===== src/hw/rtl/chkvs_pkg.sv =====
// shared types and constants for the chained hash key-value store
// no dependencies
`default_nettype none
package chkvs_pkg;
   localparam int BUCKET_BITS = 17;
   localparam int NODE_COUNT  = 4096;
   localparam int BUCKETS     = 1 << BUCKET_BITS;
   localparam int LINK_W      = $clog2(NODE_COUNT + 1);
   localparam int NODE_W      = $clog2(NODE_COUNT);

   localparam logic MODE_PUT = 1'b0;
   localparam logic MODE_GET = 1'b1;

   typedef struct packed {
      logic        mode;
      logic [63:0] key;
      logic [63:0] new_value;
   } req_type;

   typedef struct packed {
      logic        hit;
      logic [63:0] read_value;
      logic        pool_full;
   } rsp_type;
endpackage
`default_nettype wire


===== src/hw/rtl/chkvs_fifo.sv =====
// two-entry item queue between the front end and the chain walker
// depends on chkvs_pkg
`default_nettype none
module chkvs_fifo (
   input  wire              clock,
   input  wire              reset,
   input  wire              push,
   input  chkvs_pkg::req_type push_data,
   output logic             full,
   input  wire              pop,
   output chkvs_pkg::req_type pop_data,
   output logic             not_empty
);
   import chkvs_pkg::*;

   req_type    mem_ff [2];
   logic       wr_ff, rd_ff;
   logic [1:0] cnt_ff;

   assign full      = (cnt_ff == 2'd2);
   assign not_empty = (cnt_ff != 2'd0);
   assign pop_data  = mem_ff[rd_ff];

   always_ff @(posedge clock) begin
      if (push && !full) begin
         mem_ff[wr_ff] <= push_data;
      end
      if (reset) begin
         wr_ff  <= 1'b0;
         rd_ff  <= 1'b0;
         cnt_ff <= 2'd0;
      end else begin
         if (push && !full) wr_ff <= ~wr_ff;
         if (pop && not_empty) rd_ff <= ~rd_ff;
         cnt_ff <= cnt_ff + 2'((push && !full) ? 1 : 0) - 2'((pop && not_empty) ? 1 : 0);
      end
   end
endmodule
`default_nettype wire


===== config.mk =====
export PLATFORM = sky130hd
export DESIGN_NAME = chkvs_fifo
export DESIGN_NICKNAME = d
export VERILOG_FILES = /design/src/hw/rtl/chkvs_pkg.sv /design/src/hw/rtl/chkvs_fifo.sv
export SDC_FILE = /design/constraint.sdc
export NUM_CORES = 1
export LEC_CHECK = 0
export BUFFER_PORTS_ARGS = -buffer_cell sky130_fd_sc_hd__buf_4
export CAP_MARGIN = 20
export CORE_ASPECT_RATIO = 0.75
export CORE_MARGIN = 2
export CORE_UTILIZATION = 55
export DETAILED_ROUTE_END_ITERATION = 16
export PLACE_DENSITY = 0.81
export SLEW_MARGIN = 20
export SYNTH_ARGS = -nofsm -noshare
export SYNTH_HDL_FRONTEND = slang
export SYNTH_SLANG_ARGS = --single-unit

===== constraint.sdc =====
create_clock -name clock -period 6.3 [get_ports clock]
set_clock_uncertainty 0.15 [all_clocks]
set_input_delay 0.945 -clock clock [delete_from_list [all_inputs] [get_ports clock]]
set_output_delay 0.945 -clock clock [all_outputs]
set_load 0.05 [all_outputs]

## Word level (Yosys, flattened, before mapping)

Memory sizes are Yosys's and may differ from the RTL's. A register that Yosys moved wholly into a read port is not among the register bits.
Cells that the tools add are included.

| word-level totals | value |
|---|---|
| register bits | 4 |
| latch bits | 0 |
| RAM bits | 258 |
| bits in read-only memories | 0 |
| bits of input ports | 133 |
| output and inout bits | 131 |
| logic and storage cells | 19 |
| memories | 1 |

Memory list:

| name | words | width | read ports | clocked after Yosys merged registers in | write ports | line | RTL |
|---|---|---|---|---|---|---|---|
| mem_ff | 2 | 129 | 1 | 1 | 1 | chkvs_fifo.sv:16 | `req_type mem_ff [2];` |

| operators by class | value |
|---|---|
| add/subtract/negate cells | 2 |
| multipliers | 0 |
| div/mod/pow operators | 0 |
| magnitude comparators | 0 |
| eq/ne operators | 1 |
| shift-type cells | 0 |
| mux-type cells | 6 |
| bitwise logic cells | 2 |
| reduce and logical (&&, ||, !) cells | 4 |

Operators by type and width:

| operator | number |
|---|---|
| $mux 1 | 6 |
| $add 2x1->2 | 1 |
| $eq 2x2->1 const B | 1 |
| $logic_and 1x1->1 | 2 |
| $not 1->1 | 2 |
| $reduce_bool 2->1 | 1 |
| $sub 2x1->2 | 1 |
| $logic_not 1->1 | 1 |

## Depth between registers and ports, before layout

Gate-level depths: netlist of run 1.

| depth | value |
|---|---|
| depth after elaboration | 6 |
| mapped depth | 8 |
| depth with buffers taken out | 8 |

## Least setup slack after synthesis of run 1

OpenSTA, ideal clock, no wires.

| path | value |
|---|---|
| path type | in2reg |
| from | in push |
| to | mem mem_ff[0][0] (netlist bit), enable pin |
| library setup time | 0.482 ns |
| arrival | 3.841 ns |
| data required time | 5.668 ns |
| slack | 1.827 ns |
| cell stages on the path | 3 |
| buffers on the path | 0 |
| cell sequence | inv_1 or3_1 inv_1 |

| between the ends | value |
|---|---|
| cells in the longest elaborated chain, start to end | 3 |

Ends and longest elaborated chain:

| what | line | RTL |
|---|---|---|
| from (decl) | chkvs_fifo.sv:7 | `input wire push,` |
| $logic_and 1x1->1 | chkvs_fifo.sv:25 | `if (push && !full) begin` |
| $mux 1 | chkvs_fifo.sv:25 |  |
| $mux 1 (implied by the code) | chkvs_fifo.sv:26 | `mem_ff[wr_ff] <= push_data;` |
| to (decl) | chkvs_fifo.sv:16 |  |

No other way between the ends.

==> results.yml, run 1 <==
worst_hold_path:
  hold_class: "reg2reg"
floorplanning:
  die_h_um: 118
  dieArea_mm2: 0.0185
  die_w_um: 156
  initial_core_util_pct: 56.6
  ios: 264
  placement_rows: 41
  coreArea_mm2: 0.0169
grt:
  grt_pass1_wl_um: 27400
  grt_pass1_vias: 5080
  antenna_found_initial: 0
  grt_start_max_net_pins: 82
  grt_overflow: 0
  grt.total_usage_pct: 19.4
clocking:
  cts_resized: 0
  clk_path_buf_depth: 3
  cts.sinks: 263
  cts_tree: "built"
  h-tree-depth: 1
  clk_latency_ns: 0.50
  cts_hold_buf: 0
  cts-root-buf: "clkbuf_16"
  post_cts_buffers: 0
  cts_buffers: 25
  clk_pin_slew_ns: 0.06
pwr:
  max-vdd-ir-drop_mv: 0.384
  power_density_mw_per_mm2: 446
  p_total_mw: 5.57
  cellLeakagePower_nw: 4.66
setup_path:
  cp.arrival_ns: 2.41
  crit_type: "reg2out"
  cp_max_fo: 46
  end_kind: "output port"
  start_kind: "flip-flop"
  critPathRequiredTime_ns: 5.20
  reg2reg_slack_ns: 3.50
placement:
  pre_cts_ws_ns: 2.99
  post-place-cells: 896
  port_buffers: 263
  dpl.hpwl_um: 12400
  place_congestion: 0.779
yosys:
  yosys.area.top_type: "edfxtp_1"
  synth-main-ff-cell: "edfxtp_1"
  synth_cell_types: 21
  syn_nets: 562
  ys_seq_area_share_pct: 81.9
  synth_area_mm2: 0.00958
  synth_top_area_share_pct: 80.9
  synthCells: 427
  avgSynthCellArea_um2: 22.4
  async_flop_share_pct: 0
  ys_ff_latch: 263
  synth_edf_count: 258
  yosysWarnings: 0
  synthTopCellsByArea: "edfxtp_1 81%, mux2_2 15%, buf_6 1.4%"
sta:
  hold_slack_ns: 0.357
  tns_ns: 0
  relSlewSlack_pct: 33.6
  max_freq_mhz: 285
  setup_viol: 0
  rsz0062_at_grt: "false"
  slew_violations: 0
  period_share_pct: 55.7
  tightest_slew_ns: 0.996
  setup_ws_ns: 2.79
  final_hold_viol_count: 0
  post-route-min-period_ns: 3.51
cells_and_area:
  nFillCells: 1016
  final_nets: 844
  antenna_cells: 0
  syn2layout_area_growth_pct: 30.2
  layout_common_cells: "268 x buf_4, 258 x edfxtp_1, 129 x mux2_2"
  finalNonFillerCells: 940
  multi_input_area_mm2: 0.00158
  final_common_cell: "buf_4"
  drive_above_1_share_pct: 59.7
  seqCellArea_mm2: 0.00785
detailed_routing:
  drc: 0
  wl_um: 18900
  ant_nets: 0
  drtIter0Drc: 306
  drt_first_pass_iters: 4
  wl_per_cell_um: 20.1
  route.vias.total: 4931
  vias_per_cell: 5.25
outcome:
  status: "complete, no violations"
job:
  maxCapViolations: 0
## through the flow
stage | instance area, µm² | util [%]
3_3_place_gp | 11700 | 69.3
5_1_grt | 12500 | 73.7
6_report | 12500 | 73.7
3_5_place_dp | 11700 | 69.3
4_1_cts | 12500 | 73.6
2_1_floorplan | 9580 | -
## final cells by class
type	count	share of cell area (%)
multi-input cells	146	12.6
flip-flops and latches	263	62.9
clock buffers	35	5.31
inverters	4	0.140
well taps	215	2.16
clock inverters	8	0.511
repair buffers	269	16.3
## worst max-delay path: stages, from the launching register on
cell and delay [ns]:
dfxtp_4 0.65, buf_4 0.58, mux2_2 0.43, buf_4 0.20
## path summary, 6_finish.rpt
check	from	end	cells after the start
worst max-delay path	flip-flop	pop_data[92]	3
worst min-delay path	wr_ff	wr_ff	2
worst max register to register	cnt_ff[0]	mem_ff[1][84]	3
worst min register to register	wr_ff	wr_ff	2
## power breakdown
| group | switching [mW] | total, mW | internal [mW] | leakage, nW |
|---|---|---|---|---|
| sequential | 0.0795 | 2.25 | 2.17 | 2.45 |
| clock | 0.573 | 1.34 | 0.771 | 0.353 |
| combinational | 1.32 | 1.97 | 0.653 | 1.85 |
## routing by layer
metal	vias to the layer above	part of all wire (%)	track usage [%]
met2	233	49	32.5
li1	2250	-	-
met4	0	1.9	4.59
met5	-	0	0
met1	2421	40	25.4
met3	27	9.1	5.39
## flip-flops by register name (all words and copies together) (netlist names), named ones only
| register | cells |
|---|---|
| cnt_ff | 2 |
| rd_ff | 1 |
| mem_ff | 258 |
| wr_ff | 1 |
## synthesized netlist by cell type (2+ instances only)
master,n
mux2_2,129
edfxtp_1,258
ha_1,2
nor2_1,3
buf_6,12
xnor2_1,2
inv_1,3
dfxtp_1,5
## cells by family (layout without fill, tap and decap cells)
kind of cell / Yosys count / after routing / synth area share, %
multiplexers: 129 / 129 / 15.2
AND/OR/NAND/NOR: 9 / 9 / 0.522
buffers and inverters: 18 / 316 / 1.70
AO/OA/AOI/OAI: 3 / 3 / 0.183
adder cells (fa/ha/maj): 2 / 2 / 0.261
flip-flops: 263 / 263 / 81.9
XOR/XNOR: 3 / 3 / 0.274
Note: power is estimated with default switching activity, not from simulation.
==> run 2: changes to the inputs <==
Settings changed: CORE_UTILIZATION 55 to 52, PLACE_DENSITY 0.81 to 0.77.
Clock period 6.3 ns to 3.4 ns, I/O delays scaled along.
==> run 2 against run 1 <==
  * Non-clock buffer count fell by 1
  * Hold slack got worse by 0.33 ns
  * Combinational power rose by 88%
  * Sequential share of layout area fell by 0.33 points
  * Clock-buffer cell count fell by 3
  * Final area rose by 0.53%
  * Core utilization fell by 3.5 points
  * Die area rose by 5.6%
  * First-iteration DRC count did not move
  * Clock power rose by 89%
==> results.yml, run 2 (synthesis results as in run 1) <==
grt:
  antenna_found_initial: 0
  grt.total_usage_pct: 18.3
  grt_overflow: 0
  grt_pass1_wl_um: 27600
  grt_start_max_net_pins: 130
  grt_pass1_vias: 5119
worst_hold_path:
  holdPathEnd: "mem_ff[0][5]"
  hold-path-cell-count: 1
  holdCritStartpoint: "push_data[5]"
  hold_class: "in2reg"
sta:
  max_freq_mhz: 363
  post-route-min-period_ns: 2.76
  rsz0062_at_grt: "false"
  final_hold_viol_count: 0
  tightest_slew_ns: 0.718
  period_share_pct: 81.1
  setup_viol: 0
  slew_violations: 0
  relSlewSlack_pct: 52.1
  tns_ns: 0
pwr:
  power_density_mw_per_mm2: 824
  max-vdd-ir-drop_mv: 0.663
  cellLeakagePower_nw: 4.67
setup_path:
  reg2reg_slack_ns: 1.24
  start_kind: "flip-flop"
  worst_r2r_path_depth: 5
  max_stage_delay_ns: 0.52
  crit_type: "reg2out"
  path_cells: "buf_12, mux2_2, buf_4"
  cpLargestDelayFamily: "buffers and inverters"
  cp_max_fo: 129
  timing.rr.start: "cnt_ff[0]"
  r2r-end: "mem_ff[0][28]"
  path_buf_inv: 2
  critPathRequiredTime_ns: 2.74
  cp_slowest_cell: "buf_12"
  cp.arrival_ns: 2.10
  end_kind: "output port"
clocking:
  h-tree-depth: 1
  clk_latency_ns: 0.51
  cts_buffers: 25
  clk_path_buf_depth: 3
  cts.sinks: 263
  cts_hold_buf: 0
  cts-root-buf: "clkbuf_16"
  cts_tree: "built"
  cts_resized: 0
  clk_pin_slew_ns: 0.06
  post_cts_buffers: 0
cells_and_area:
  largest_reg_flops: 258
  syn2layout_area_growth_pct: 30.9
  final_common_cell: "buf_4"
  finalNonFillerCells: 969
  final_nets: 843
  layout_common_cells: "265 x buf_4, 258 x edfxtp_1, 129 x mux2_2"
  reg_top3: "mem_ff (258), cnt_ff (2)"
  largest-register: "mem_ff"
  drive_above_1_share_pct: 60.2
  antenna_cells: 0
floorplanning:
  initial_core_util_pct: 53.6
  die_w_um: 161
  coreArea_mm2: 0.0179
  dieArea_mm2: 0.0195
  die_h_um: 122
  ios: 264
  placement_rows: 42
detailed_routing:
  route.vias.total: 4923
  drt_first_pass_iters: 4
  vias_per_cell: 5.08
  wl_per_cell_um: 19.1
  drtIter0Drc: 306
  ant_nets: 0
  drc: 0
  wl_um: 18500
placement:
  port_buffers: 263
  place_congestion: 0.807
  dpl.hpwl_um: 12100
  post-place-cells: 923
job:
  maxCapViolations: 0
outcome:
  status: "complete, no violations"
-- run 2: changes by cell type in the layout (fill, tap and decap cells not counted), sizes merged --
cell      delta
clkbuf       -3
clkinv       +5
clkinvlp     +2
inv          -1
buf          -1
-- run 2: layout make-up --
cell class / count / area (µm²)
Sequential cell: 263 / 7850
Multi-Input combinational cell: 146 / 1580
Fill cell: 1140 / 5320
Tap cell: 242 / 303
Inverter: 4 / 18.8
Clock inverter: 14 / 96.3
Clock buffer: 32 / 652
Timing Repair Buffer: 268 / 2050
-- run 2: worst reg2reg max path: cells and delay by family, from the launching register on --
kind                   cells  cell delay (ns)
buffers and inverters      3             0.70
DFF                        1             0.37
and+or+nand+nor            2             0.53
-- run 2: report_power, final --
part | internal (mW) | total (mW) | switching, mW
Combinational | 1.21 | 3.70 | 2.49
Clock | 1.43 | 2.53 | 1.09
Sequential | 4.02 | 4.11 | 0.0864
Total | 6.67 | 10.3 | 3.67
-- run 2: how the worst max path moves through the flow --
stage / endpoint / depth (start not counted) / from
6_report: pop_data[29] / 3 / flip-flop
5_1_grt: pop_data[12] / 3 / flip-flop
4_1_cts: pop_data[57] / 3 / flip-flop
3_5_place_dp: mem_ff[0][20] / 5 / push
3_3_place_gp: mem_ff[0][95] / 5 / push
2_1_floorplan: mem_ff[0][0] / 4 / cnt_ff[0]
-- run 2: metrics by stage --
step,total power [mW],setup WS [ns],cell area (µm²),utilization [%],hold WS (ns)
global placement,7.85,1.14,11800,66.0,0.336
CTS,10.4,0.628,12500,70.2,0.00299
detailed placement,7.90,1.14,11800,66.0,0.340
floorplan,6.89,0.0562,9590,-,0.301
global route,10.7,0.570,12500,70.2,0.00194
finish,10.3,0.644,12500,70.2,0.0237
-- run 2: layer usage --
| layer | share of wire (%) | global-route usage [%] | wire, µm |
|---|---|---|---|
| met1 | 39 | 22.8 | 7300 |
| met2 | 49 | 31.2 | 9090 |
| met3 | 9.2 | 6.23 | 1700 |
| met4 | 2.3 | 4.91 | 422 |
| met5 | 0 | 0 | 0 |
